<file path="src/sv/sll_pkg.sv">
package sll_pkg;

	localparam int POS_W    = 7;
	localparam int LEN_W    = 7;
	localparam int VAL_W    = 32;
	localparam int STATUS_W = 2;

	localparam logic CMD_INSERT = 1'b0;
	localparam logic CMD_DELETE = 1'b1;

	typedef enum logic [STATUS_W-1:0] {
		STAT_OK    = 2'd0,
		STAT_RANGE = 2'd1,
		STAT_FULL  = 2'd2
	} status_t;

	typedef struct packed {
		status_t            status;
		logic [LEN_W-1:0]   length;
	} res_t;

endpackage

</file>
<file path="src/sv/sll_link_ram.sv">
module sll_link_ram #(
	parameter int DEPTH = 128,
	parameter int WIDTH = 7
) (
	input  logic                     clk,
	input  logic                     wr_en,
	input  logic [$clog2(DEPTH)-1:0] wr_addr,
	input  logic [WIDTH-1:0]         wr_data,
	input  logic [$clog2(DEPTH)-1:0] rd_addr,
	output logic [WIDTH-1:0]         rd_data
);

	logic [WIDTH-1:0] mem [DEPTH];
	logic [WIDTH-1:0] rd_data_q;

	always_ff @(posedge clk) begin
		if (wr_en) begin
			mem[wr_addr] <= wr_data;
		end
		rd_data_q <= mem[rd_addr];
	end

	assign rd_data = rd_data_q;

endmodule

</file>
<file path="src/sv/sll_seq.sv">
module sll_seq import sll_pkg::*; #(
	parameter int SLOTS = 128
) (
	input  logic                       clk,
	input  logic                       arst_n,
	input  logic                       req_valid,
	output logic                       req_stall,
	input  logic                       cmd,
	input  logic [POS_W-1:0]           position,
	input  logic signed [VAL_W-1:0]    value,
	output logic                       link_wr_en,
	output logic [$clog2(SLOTS)-1:0]   link_wr_addr,
	output logic [$clog2(SLOTS)-1:0]   link_wr_data,
	output logic [$clog2(SLOTS)-1:0]   link_rd_addr,
	input  logic [$clog2(SLOTS)-1:0]   link_rd_data,
	output logic                       res_valid,
	output res_t                       res,
	input  logic                       res_stall
);

	localparam int LINK_W = $clog2(SLOTS);
	localparam int CNT_W  = $clog2(SLOTS - 1);
	localparam int CMP_W  = ((CNT_W > POS_W) ? CNT_W : POS_W) + 1;
	localparam logic [LINK_W-1:0] FREE_HEAD = '0;
	localparam logic [LINK_W-1:0] USED_HEAD = LINK_W'(SLOTS - 1);
	localparam logic [LINK_W-1:0] LAST_FREE = LINK_W'(SLOTS - 2);

	typedef enum logic [3:0] {
		S_INIT,
		S_IDLE,
		S_INS_FREE,
		S_INS_POP,
		S_WALK,
		S_INS_LINK,
		S_INS_HOOK,
		S_DEL_VICT,
		S_DEL_UNL,
		S_DEL_FREE,
		S_DEL_PUSH,
		S_DONE
	} state_t;

	state_t                   state_q;
	logic [LINK_W-1:0]        init_q;
	logic [CNT_W-1:0]         count_q;
	logic                     cmd_q;
	logic signed [VAL_W-1:0]  val_q;
	logic [POS_W-1:0]         remain_q;
	logic [LINK_W-1:0]        k_q;
	logic                     first_q;
	logic [LINK_W-1:0]        pred_q;
	logic [LINK_W-1:0]        slot_q;
	status_t                  res_status_q;

	logic signed [VAL_W-1:0]  element_store [SLOTS];

	logic [LINK_W-1:0]        k_cur;
	logic [CMP_W-1:0]         pos_w;
	logic [CMP_W-1:0]         cnt_w;
	logic                     pos_bad;
	logic                     rd_bad;

	assign k_cur   = first_q ? k_q : link_rd_data;
	assign pos_w   = CMP_W'(position);
	assign cnt_w   = CMP_W'(count_q);
	assign pos_bad = (position == '0) ||
		((cmd == CMD_INSERT) ? (pos_w > cnt_w + CMP_W'(1)) : (pos_w > cnt_w));
	assign rd_bad  = (link_rd_data == FREE_HEAD) || (link_rd_data >= USED_HEAD);

	assign req_stall  = (state_q != S_IDLE);
	assign res_valid  = (state_q == S_DONE);
	assign res.status = res_status_q;
	assign res.length = LEN_W'(count_q);

	always_comb begin
		link_wr_en   = 1'b0;
		link_wr_addr = FREE_HEAD;
		link_wr_data = FREE_HEAD;
		link_rd_addr = k_cur;
		case (state_q)
			S_INIT: begin
				link_wr_en   = 1'b1;
				link_wr_addr = init_q;
				link_wr_data = (init_q < LAST_FREE) ? init_q + LINK_W'(1) : FREE_HEAD;
			end
			S_IDLE: begin
				link_rd_addr = FREE_HEAD;
			end
			S_INS_FREE: begin
				link_rd_addr = link_rd_data;
			end
			S_INS_POP: begin
				link_wr_en   = 1'b1;
				link_wr_addr = FREE_HEAD;
				link_wr_data = link_rd_data;
			end
			S_INS_LINK: begin
				link_wr_en   = 1'b1;
				link_wr_addr = slot_q;
				link_wr_data = link_rd_data;
			end
			S_INS_HOOK: begin
				link_wr_en   = 1'b1;
				link_wr_addr = pred_q;
				link_wr_data = slot_q;
			end
			S_DEL_VICT: begin
				link_rd_addr = link_rd_data;
			end
			S_DEL_UNL: begin
				link_wr_en   = 1'b1;
				link_wr_addr = pred_q;
				link_wr_data = link_rd_data;
				link_rd_addr = FREE_HEAD;
			end
			S_DEL_FREE: begin
				link_wr_en   = 1'b1;
				link_wr_addr = slot_q;
				link_wr_data = link_rd_data;
			end
			S_DEL_PUSH: begin
				link_wr_en   = 1'b1;
				link_wr_addr = FREE_HEAD;
				link_wr_data = slot_q;
			end
			default: begin
				link_rd_addr = k_cur;
			end
		endcase
	end

	always_ff @(posedge clk) begin
		if (state_q == S_INS_POP) begin
			element_store[slot_q] <= val_q;
		end
	end

	always_ff @(posedge clk or negedge arst_n) begin
		if (!arst_n) begin
			state_q      <= S_INIT;
			init_q       <= '0;
			count_q      <= '0;
			cmd_q        <= CMD_INSERT;
			val_q        <= '0;
			remain_q     <= '0;
			k_q          <= USED_HEAD;
			first_q      <= 1'b1;
			pred_q       <= '0;
			slot_q       <= '0;
			res_status_q <= STAT_OK;
		end else begin
			case (state_q)
				S_INIT: begin
					init_q <= init_q + LINK_W'(1);
					if (init_q == USED_HEAD) begin
						state_q <= S_IDLE;
					end
				end
				S_IDLE: begin
					if (req_valid) begin
						cmd_q    <= cmd;
						val_q    <= value;
						remain_q <= position - POS_W'(1);
						k_q      <= USED_HEAD;
						first_q  <= 1'b1;
						if (pos_bad) begin
							res_status_q <= STAT_RANGE;
							state_q      <= S_DONE;
						end else if (cmd == CMD_INSERT) begin
							state_q <= S_INS_FREE;
						end else begin
							state_q <= S_WALK;
						end
					end
				end
				S_INS_FREE: begin
					if (rd_bad) begin
						res_status_q <= STAT_FULL;
						state_q      <= S_DONE;
					end else begin
						slot_q  <= link_rd_data;
						state_q <= S_INS_POP;
					end
				end
				S_INS_POP: begin
					state_q <= S_WALK;
				end
				S_WALK: begin
					if (remain_q == '0) begin
						pred_q  <= k_cur;
						state_q <= (cmd_q == CMD_INSERT) ? S_INS_LINK : S_DEL_VICT;
					end else begin
						remain_q <= remain_q - POS_W'(1);
						first_q  <= 1'b0;
					end
				end
				S_INS_LINK: begin
					state_q <= S_INS_HOOK;
				end
				S_INS_HOOK: begin
					count_q      <= count_q + CNT_W'(1);
					res_status_q <= STAT_OK;
					state_q      <= S_DONE;
				end
				S_DEL_VICT: begin
					if (rd_bad) begin
						res_status_q <= STAT_RANGE;
						state_q      <= S_DONE;
					end else begin
						slot_q  <= link_rd_data;
						state_q <= S_DEL_UNL;
					end
				end
				S_DEL_UNL: begin
					state_q <= S_DEL_FREE;
				end
				S_DEL_FREE: begin
					state_q <= S_DEL_PUSH;
				end
				S_DEL_PUSH: begin
					count_q      <= count_q - CNT_W'(1);
					res_status_q <= STAT_OK;
					state_q      <= S_DONE;
				end
				S_DONE: begin
					if (!res_stall) begin
						state_q <= S_IDLE;
					end
				end
				default: begin
					state_q <= S_IDLE;
				end
			endcase
		end
	end

endmodule

</file>
<file path="src/sv/static_linked_list_engine_unit.sv">
// linked list of signed 32-bit values kept in a fixed slot array
// request channel: req_valid / req_stall with cmd, position, value
//   cmd insert puts value at 1-based position, cmd delete removes that element
// response channel: rsp_valid / rsp_stall with status and length
//   status ok, position out of range, or no free slot; length after the request
// one request is worked on at a time; a good request, one with a valid position
// and, for an insert, a free slot, walks the link memory from the list head to
// the predecessor, one link read per cycle through a simple dual-port ram; a bad
// position or a full list is answered without the walk
// the next request is taken once the response sits in the output register
// a response held by rsp_stall stays put; a new request is still taken and
// worked on, and its response waits until the output register frees up
// after reset the link memory is chained into the free list, during which
// req_stall stays high; the list is then empty
module static_linked_list_engine_unit import sll_pkg::*; #(
	parameter int SLOTS = 128
) (
	input  logic                    clk,
	input  logic                    arst_n,
	input  logic                    req_valid,
	output logic                    req_stall,
	input  logic                    cmd,
	input  logic [POS_W-1:0]        position,
	input  logic signed [VAL_W-1:0] value,
	output logic                    rsp_valid,
	input  logic                    rsp_stall,
	output logic [STATUS_W-1:0]     status,
	output logic [LEN_W-1:0]        length
);

	localparam int LINK_W = $clog2(SLOTS);

	logic              link_wr_en;
	logic [LINK_W-1:0] link_wr_addr;
	logic [LINK_W-1:0] link_wr_data;
	logic [LINK_W-1:0] link_rd_addr;
	logic [LINK_W-1:0] link_rd_data;
	logic              res_valid;
	logic              res_stall;
	res_t              res;
	res_t              out_q;
	logic              out_valid_q;

	sll_link_ram #(
		.DEPTH (SLOTS),
		.WIDTH (LINK_W)
	) u_link_ram (
		.clk     (clk),
		.wr_en   (link_wr_en),
		.wr_addr (link_wr_addr),
		.wr_data (link_wr_data),
		.rd_addr (link_rd_addr),
		.rd_data (link_rd_data)
	);

	sll_seq #(
		.SLOTS (SLOTS)
	) u_seq (
		.clk          (clk),
		.arst_n       (arst_n),
		.req_valid    (req_valid),
		.req_stall    (req_stall),
		.cmd          (cmd),
		.position     (position),
		.value        (value),
		.link_wr_en   (link_wr_en),
		.link_wr_addr (link_wr_addr),
		.link_wr_data (link_wr_data),
		.link_rd_addr (link_rd_addr),
		.link_rd_data (link_rd_data),
		.res_valid    (res_valid),
		.res          (res),
		.res_stall    (res_stall)
	);

	assign res_stall = out_valid_q && rsp_stall;

	always_ff @(posedge clk or negedge arst_n) begin
		if (!arst_n) begin
			out_valid_q <= 1'b0;
			out_q       <= '0;
		end else begin
			if (res_valid && !res_stall) begin
				out_valid_q <= 1'b1;
				out_q       <= res;
			end else if (!rsp_stall) begin
				out_valid_q <= 1'b0;
			end
		end
	end

	assign rsp_valid = out_valid_q;
	assign status    = out_q.status;
	assign length    = out_q.length;

endmodule

</file>
<file path="config.mk">
export PLATFORM = sky130hd
export DESIGN_NAME = static_linked_list_engine_unit
export DESIGN_NICKNAME = d
export VERILOG_FILES = /design/src/sv/sll_pkg.sv /design/src/sv/sll_link_ram.sv /design/src/sv/sll_seq.sv /design/src/sv/static_linked_list_engine_unit.sv
export SDC_FILE = /design/constraint.sdc
export NUM_CORES = 1
export LEC_CHECK = 0
export BUFFER_PORTS_ARGS = -buffer_cell sky130_fd_sc_hd__clkbuf_2
export CAP_MARGIN = 20
export CORE_MARGIN = 2
export CORE_UTILIZATION = 45
export CTS_BUF_LIST = sky130_fd_sc_hd__clkbuf_8
export CTS_CLUSTER_DIAMETER = 30
export DETAILED_ROUTE_END_ITERATION = 10
export GPL_TIMING_DRIVEN = 0
export PLACE_DENSITY = 0.71
export SYNTH_ARGS = -nofsm -noshare
export SYNTH_HDL_FRONTEND = slang
export SYNTH_SLANG_ARGS = --single-unit
</file>
<file path="constraint.sdc">
create_clock -name clk -period 13.59 [get_ports clk]
set_input_delay 2.718 -clock clk [delete_from_list [all_inputs] [get_ports clk]]
set_output_delay 2.718 -clock clk [all_outputs]
set_load 0.005 [all_outputs]
</file>
Word-level counts from Yosys, hierarchy flattened
Memories as Yosys holds them, arrays and structs flattened. A register that Yosys moved wholly into a read port is not among the register bits.
Cells that the tools add are included.
{"block": "classes", "addsub": 6, "n_mul": 0, "div_mod_pow": 0, "n_lt_le_gt_ge": 4, "eq_ne": 22, "n_shift": 0, "mux": 33, "bitwise": 1, "n_reduce_logical": 25}
{"operator": "$pmux W4 S11", "n": 1}
{"operator": "$pmux W7 S2", "n": 3}
{"operator": "$pmux W7 S3", "n": 2}
{"operator": "$mux W7", "n": 4}
{"operator": "$mux W4", "n": 6}
{"operator": "$logic_not A7 Y1", "n": 3}
{"operator": "$sub A7 B1 Y7 const B", "n": 3}
{"operator": "$eq A4 B3 Y1 const B", "n": 4}
{"operator": "$eq A4 B4 Y1 const B", "n": 4}
{"operator": "$add A7 B1 Y7 const B", "n": 2}
{"operator": "$mux W2", "n": 6}
{"operator": "$ne A2 B1 Y1 const B", "n": 6}
{"operator": "$reduce_or A2 Y1", "n": 5}
{"operator": "$add A7 B1 Y8 const B", "n": 1}
{"operator": "$eq A4 B2 Y1 const B", "n": 2}
{"operator": "$gt A7 B8 Y1", "n": 1}
{"operator": "$mux W1", "n": 8}
{"operator": "$pmux W2 S4", "n": 1}
{"operator": "$eq A7 B7 Y1 const B", "n": 1}
{"operator": "$ge A7 B7 Y1 const B", "n": 1}
{"operator": "$gt A7 B7 Y1", "n": 1}
{"operator": "$lt A7 B7 Y1 const B", "n": 1}
{"operator": "$reduce_or A7 Y1", "n": 1}
{"operator": "$ne A2 B2 Y1 const B", "n": 3}
{"operator": "other kinds (16)", "n": 21}
{"block": "word_totals", "register_bits": 53, "latch_bits": 0, "ramBits": 896, "romBits": 0, "inputBits": 44, "out_inout_bits": 11, "word_cells": 104, "n_memories": 1}
{"name": "u_link_ram.mem", "depth": 128, "word_bits": 7, "rd": 1, "rd_clocked_by_memory_dff": 1, "write_ports": 1, "line_no": "sll_link_ram.sv:13", "source": "logic [WIDTH-1:0] mem [DEPTH];"}

Longest topological paths before layout
Gate-level depths: netlist of the first run.
{"block": "logic_depth", "word_depth": 7, "mapped_depth": 15, "ltp_nobuf": 12}

Cells and area by module
From an unflattened synthesis of the first run, not the netlist that was laid out.
{"block": "hier_totals", "cells_unflattened": 1863, "area_unflattened_um2": 38658.3}
{"module": "sll_link_ram", "instances": 1, "cells_each": 1453, "area_each_um2": 34807.1, "seq_area_each_um2": 27045.9}
{"module": "sll_seq", "instances": 1, "cells_each": 388, "area_each_um2": 3468.3, "seq_area_each_um2": 1077.3}
{"module": "static_linked_list_engine_unit", "instances": 1, "cells_each": 22, "area_each_um2": 382.9, "seq_area_each_um2": 250.2}

Worst setup path before layout of the first run
Ideal clock, no wire load.
{"block": "synth_path", "path_kind": "reg2reg", "start": "register u_seq.state_q[2]", "end": "memory u_link_ram.mem[0][5], data pin", "setup_ps": 1197, "t_arrival_ps": 6975, "required_time_ps": 12393, "setup_slack_ps": 5418, "path_stages_with_launch": 8, "n_path_buf": 4, "period_less_slack_ps": 8172, "cell_sequence": "dfrtp_1 > buf_2 > buf_2 > clkbuf_1 > nor4_1 > clkbuf_1 > nand2_1 > o21ai_0"}
{"block": "synth_via", "elab_chain_len": 3, "word_cells_on_any_way": 10, "classes_between": "eq/ne: 6; mux: 1; reduce/logical: 3"}
{"item": "start, declared", "line_no": "sll_seq.sv:43", "source": "state_t state_q;"}
{"item": "start signal, assigned", "line_no": "sll_seq.sv:191", "source": "state_q <= (cmd_q == CMD_INSERT) ? S_INS_LINK : S_DEL_VICT;"}
{"item": "$eq A4 B3 Y1, or another cell as far along", "line_no": "sll_seq.sv:80", "source": "case (state_q)"}
{"item": "$reduce_or A4 Y1 (no line) or $reduce_or A2 Y1 (tied branches)"}
{"item": "$pmux W7 S3 *", "line_no": "sll_seq.sv:80"}
{"item": "net link_wr_data[5]", "line_no": "static_linked_list_engine_unit.sv:35", "source": "logic [LINK_W-1:0] link_wr_data;"}
{"item": "end, declared", "line_no": "sll_link_ram.sv:13"}
The timed path passes the listed nets; every way through them passes the cells marked *.

Worst setup path in the final report of the first run
{"block": "layout_path", "start": "register u_seq.first_q", "end": "register u_link_ram.rd_data_q[1] (netlist: u_link_ram.rd_data[1]), read port of u_link_ram.mem"}
{"block": "layout_via", "elab_chain_len": 2}
{"item": "start, declared", "line_no": "sll_seq.sv:50", "source": "logic first_q;"}
{"item": "start signal, assigned", "line_no": "sll_seq.sv:147", "source": "first_q <= 1'b1;"}
{"item": "start signal, assigned", "line_no": "sll_seq.sv:165", "source": "first_q <= 1'b1;"}
{"item": "start signal, assigned", "line_no": "sll_seq.sv:194", "source": "first_q <= 1'b0;"}
{"item": "$mux W7", "line_no": "sll_seq.sv:63", "source": "assign k_cur = first_q ? k_q : link_rd_data;"}
{"item": "$pmux W7 S2", "line_no": "sll_seq.sv:80"}
{"item": "end, declared", "line_no": "sll_link_ram.sv:14", "source": "logic [WIDTH-1:0] rd_data_q;"}
No other way between the ends.
A chain may end at the register's enable or synchronous reset.

==> impl_metrics.ini, run 1 <==
[routing]
vias = 28100
antenna_left = 0
drc = 0
vias_per_cell = 6.28
drt-initial-drc-count = 4498
drt-pass1-iter-count = 6
drt_wl_total_um = 125000
wire_per_inst_um = 28.0

[power]
irDropWorstVdd_mv = 0.0927
power.density_nw_per_um2 = 128
p_leak_uw = 0.0149

[worst_setup_path]
crit_start = u_seq.first_q
required_ps = 14290
cp-end-kind = register
worstSetupStartpointType = register
cp_slowest_cell = a2111oi_1
r2r_start = u_seq.first_q
criticalPathCategory = reg2reg
regToRegSetupSlack_ps = 7730
worstPathArrival_ps = 6560
critPathBufInv = 3
crit_family = simple AND/OR/NAND/NOR gates
worstPathMaxFanout = 10
path_cells = buf_2 > nor2_1 > nor2_1 > buf_2 > buf_1 > nand3_1 > a211o_1 > o2111ai_1 > nor4_1 > a2111oi_1 > and4bb_1
cp_slowest_stage_delay_ps = 1190

[timing]
setup_viol = 0
whs_ps = 474
max_slew_margin_pct = 6.50
tightest_slew_ps = 1400
rsz0062_at_grt = false
fmax_ghz = 0.171
clock_skew_ps = 58.5
setup_tns_ps = 0
setup_slack_ps = 7730
timing.final.crit_share_pct = 43.1
fin_crit_ps = 5860
hold_viol = 0
maxSlewViolCount = 0

[die]
initial_core_util_pct = 45.4
dieWidth_um = 303
ios = 55
fp.dieH_um = 303
die-area_um2 = 91600
rows = 109
coreArea_um2 = 88400

[place]
routabilityCongestion = 1.00
io_buffers = 22
hpwl_um = 86000
dpl.cell_count = 4149
pre_cts_slack_ps = 8470
place_area_um2 = 42300

[global_routing]
grt-busiest-layer = met2
grt_util_met3_pct = 8.26
grt_overflow = 0
groute.layer.met2.usage_pct = 40.7
antenna_found_initial = 4
grtUsageTotal_pct = 27.1
grt_pass1_wl_um = 178000
grt_max_degree = 75
grt_pass1_vias = 26900
grtUsageMet1_pct = 35.0

[synth]
synth_area_leaders = edfxtp_1 67%, nand2_1 3.8%, dfrtp_1 3.2%, mux2i_1 2.9%, nand3_1 2.0%
synth_fp_nets = 3006
synth_area_per_cell_um2 = 13.7
synth_edf_count = 896
synth.lib_cells_used.distinct = 76
yosysSeqAreaShare_pct = 70.7
synth_top_cell_area_share_pct = 67.1
yosysTopAreaCell = edfxtp_1
synthCells = 2939
ys_warn_count = 0
synth_seq_cells = 956
synth_area_um2 = 40100
async_flop_share_pct = 5.54
synthFlopType = edfxtp_1

[cells_and_area]
area_growth_pct = 14.0
final_nets = 3223
final_cell_area_um2 = 45700
drive_gt1_share_pct = 12.7
finalNonFillerCells = 4464

[clocking]
ctsHoldBuffers = 0
cts_resized = 0
cts-buffers-inserted = 169
cts_root_buffer = clkbuf_8
cts_tree = yes
cts_setup_buffers = 0
clkTransAtPathRegs_ps = 60
clkLatencyLatePin_ps = 860
clock_path_buffers = 3
numClockSinks = 956
htree_num_levels = 4

[worst_hold_path]
hp-class = reg2reg
min_from = u_seq.count_q[6]

[run_status]
status = completed

[run]
drv_cap = 0
## registers in the layout (all words and copies together), names as in the netlist
signal	cells
length	7
u_seq.init_q	7
u_seq.slot_q	7
u_link_ram.rd_data	7
u_seq.res_status_q	2
u_seq.pred_q	7
u_seq.state_q	4
status	2
u_seq.cmd_q	1
u_seq.remain_q	7
rsp_valid	1
u_link_ram.mem	896
u_seq.count_q	7
u_seq.first_q	1
## metal layers
layer | up-vias | part of all wire, %
li1 | 11900 | -
met1 | 13700 | 36
met2 | 2066 | 45
met3 | 400 | 13
met4 | 7 | 6.2
met5 | - | 0.086
## final timing paths
kind	to	depth (start not counted)
worst max-delay path	u_link_ram.rd_data[1]	11
worst min-delay path	u_seq.count_q[6]	1
worst max register to register	u_link_ram.rd_data[1]	11
worst min register to register	u_seq.count_q[6]	1
max in group asynchronous	u_seq.first_q	2
min in group asynchronous	u_seq.cmd_q	1
## cell type report
class	count	area, µm²
fillers	7311	42600
flip-flops and latches	956	28400
multi-input cells	1753	10800
clock buffers	173	2380
well taps	1165	1460
clock inverters	138	1030
plain buffers	215	991
repair buffers	46	668
inverters	15	56.3
diodes	3	7.51
## per-stage QoR
step                utilization, %  power [µW]
finish                        51.8        5870
global route                  51.8        6010
global placement              47.2        3250
CTS                           51.7        5870
detailed placement            47.9        3250
floorplan                        -        3240
## cell usage in the layout (no fill, tap or decap), types with 12 or more instances in the layout
cell	instances
ha_1	22
o21ai_0	121
buf_4	18
and3_1	89
a211o_1	84
buf_2	66
nor4_1	61
clkbuf_1	118
buf_16	14
inv_1	53
nor3_1	23
a211oi_1	87
clkinvlp_4	14
a32o_1	14
dfrtp_1	52
nand3_1	159
nor2_1	163
clkbuf_8	173
xnor2_1	19
a21oi_1	52
mux2i_1	116
nand2_1	410
a31oi_1	33
clkinv_1	38
bufinv_16	12
a311oi_1	71
clkinv_2	24
o2111ai_1	29
clkbuf_2	23
edfxtp_1	896
mux2_2	12
o22ai_1	46
## where the power goes
part	switching, µW	internal, µW	leakage (µW)
clock network	1240	1440	0.00184
logic	10.7	6.25	0.00461
registers	0.624	3170	0.00842
total	1250	4620	0.0149
## cell families after synthesis
group | Yosys count | share of synthesized area, %
AND/OR/NAND/NOR | 982 | 11.5
buffers and inverters | 230 | 2.61
AO/OA/AOI/OAI | 595 | 10.7
flip-flops | 956 | 70.7
multiplexers | 128 | 3.23
adder cells (fa/ha/maj) | 23 | 0.736
XOR/XNOR | 25 | 0.546
## synth_stat cells, drive strengths merged (4+ instances only)
cell type and count:
a2111oi 7, a211o 84, a211oi 87, a21o 5, a21oi 52, a222oi 4
a22oi 7, a311oi 71, a31oi 35, a32o 14, and2 6, and3 89
and4bb 7, buf 97, clkbuf 118, dfrtp 52, dfxtp 7, edfxtp 896
ha 22, inv 15, mux2 12, mux2i 116, nand2 413, nand2b 10
nand3 159, nand3b 4, nand4 5, nor2 164, nor2b 8, nor3 23
nor4 61, o2111ai 29, o21a 6, o21ai 127, o22ai 46, or2 9
or3 6, or4b 4, xnor2 19, xor2 6
Note: power is estimated with default switching activity, not from simulation.
==> run 2: changes to the inputs <==
==> constraint.sdc (replaced) <==
create_clock -name clk -period 5.6 [get_ports clk]
set_input_delay 1.12 -clock clk [delete_from_list [all_inputs] [get_ports clk]]
set_output_delay 1.12 -clock clk [all_outputs]
set_load 0.005 [all_outputs]
==> impl_metrics.ini, run 2 (synthesis gave the netlist of run 1 again) <==
[clocking]
numClockSinks = 956
ctsHoldBuffers = 0
htree_num_levels = 4
cts_tree = yes
cts_root_buffer = clkbuf_8
cts_setup_buffers = 0
clkTransAtPathRegs_ps = 70
cts_resized = 0
clkLatencyLatePin_ps = 880
clock_path_buffers = 3
cts-buffers-inserted = 174

[timing]
hold_viol = 0
clock_skew_ps = 61.0
fin_crit_ps = 5280
setup_viol = 0
timing.final.crit_share_pct = 94.3
maxSlewViolCount = 0
max_slew_margin_pct = 15.4
tightest_slew_ps = 1270
fmax_ghz = 0.189
rsz0062_at_grt = false

[cells_and_area]
finalNonFillerCells = 4471
drive_gt1_share_pct = 13.2
top_register = u_link_ram.mem
area_growth_pct = 14.6
final_common_cell = edfxtp_1
final_util_pct = 52.0
n_fill_cell = 7374
largest_reg_flops = 896
final_nets = 3228
final_cell_mix = 896 x edfxtp_1, 410 x nand2_1, 175 x clkbuf_8, 163 x nor2_1, 159 x nand3_1

[global_routing]
grt-busiest-layer = met2
grt_overflow = 0
grtUsageTotal_pct = 27.3
grt_util_met3_pct = 8.01
antenna_found_initial = 3
grt_pass1_vias = 26900
grt_pass1_wl_um = 179000
grt_max_degree = 79
groute.layer.met2.usage_pct = 41.1
grtUsageMet1_pct = 35.2

[power]
p_seq_share_pct = 52.2
p_leak_uw = 0.0150
p_int_uw = 11600
irDropWorstVdd_mv = 0.272
power_frac_comb_pct = 0.3
swShare_pct = 21.4
p_switching_uw = 3160
power.share.clock_pct = 47.5
power.density_nw_per_um2 = 321

[worst_hold_path]
hp-class = in2async

[routing]
vias = 28200
drt-initial-drc-count = 4892
drc = 0
drt_wl_total_um = 126000
wire_per_inst_um = 28.1
antenna_left = 0
drt-pass1-iter-count = 6
vias_per_cell = 6.31

[place]
routabilityCongestion = 0.988
hpwl_um = 85300
io_buffers = 22
dpl.cell_count = 4148

[worst_setup_path]
worstSetupStartpointType = register
cp-end-kind = register
worstPathMaxFanout = 10
worstPathArrival_ps = 5990
criticalPathCategory = reg2reg
required_ps = 6310
r2r_cells = 11

[die]
die-area_um2 = 91600
coreArea_um2 = 88400
initial_core_util_pct = 45.4
dieWidth_um = 303
ios = 55
rows = 109
fp.dieH_um = 303

[run]
drv_cap = 0

[run_status]
status = completed
-- run 2: routing by layer --
| layer | routed length, µm | vias up |
|---|---|---|
| met5 | 0 | - |
| met4 | 8010 | 0 |
| met3 | 16600 | 402 |
| met2 | 56100 | 2141 |
| met1 | 45000 | 13800 |
| li1 | - | 11900 |
-- run 2: layout make-up --
| type | count | area [µm²] | area share, % |
|---|---|---|---|
| Timing Repair Buffer | 46 | 616 | 1.34 |
| Inverter | 15 | 56.3 | 0.122 |
| Antenna cell | 2 | 5.00 | 0.0109 |
| Clock buffer | 175 | 2410 | 5.24 |
| Buffer | 215 | 991 | 2.16 |
| Clock inverter | 144 | 1280 | 2.78 |
| Multi-Input combinational cell | 1753 | 10800 | 23.5 |
| Sequential cell | 956 | 28400 | 61.7 |
| Tap cell | 1165 | 1460 | 3.17 |
-- run 2: path summary, 6_finish.rpt --
kind	start	to	slack, ps
hold / removal	arst_n	u_seq.state_q[2]	270
hold reg to reg	u_seq.count_q[6]	u_seq.count_q[6]	470
setup reg to reg	u_seq.first_q	u_link_ram.rd_data[3]	320
setup / recovery	u_seq.first_q	u_link_ram.rd_data[3]	320
max in group asynchronous	arst_n	u_seq.first_q	4700
min in group clk	u_seq.count_q[6]	u_seq.count_q[6]	470
-- run 2: critical path, cell delays in order (launching register included) --
cell,delay [ps]
dfstp_2,510
buf_2,230
nor2_1,80
nor2_1,840
buf_2,470
buf_1,740
nand3_1,200
a211o_1,330
o2111ai_1,250
nor4_1,160
a2111oi_2,800
and4bb_1,550
-- run 2: power by group through the flow --
stage	clock [µW]	combinational [µW]	sequential (µW)
2_1_floorplan	0	18.6	7850
3_3_place_gp	0	39.2	7850
3_5_place_dp	0	41.5	7850
4_1_cts	7020	41.7	7700
5_1_grt	7350	47.0	7700
6_report	7010	41.1	7700
-- run 2: through the flow --
stage	TNS [ps]	hold WS, ps	setup slack (ps)	area [µm²]	power, µW
3_5_place_dp	0	468	419	42300	7890
6_report	0	272	319	46000	14800
3_3_place_gp	-3613170	460	-6540	41700	7890
4_1_cts	0	245	415	46000	14800
5_1_grt	0	293	444	46000	15100
2_1_floorplan	-197040	445	-387	40100	7870
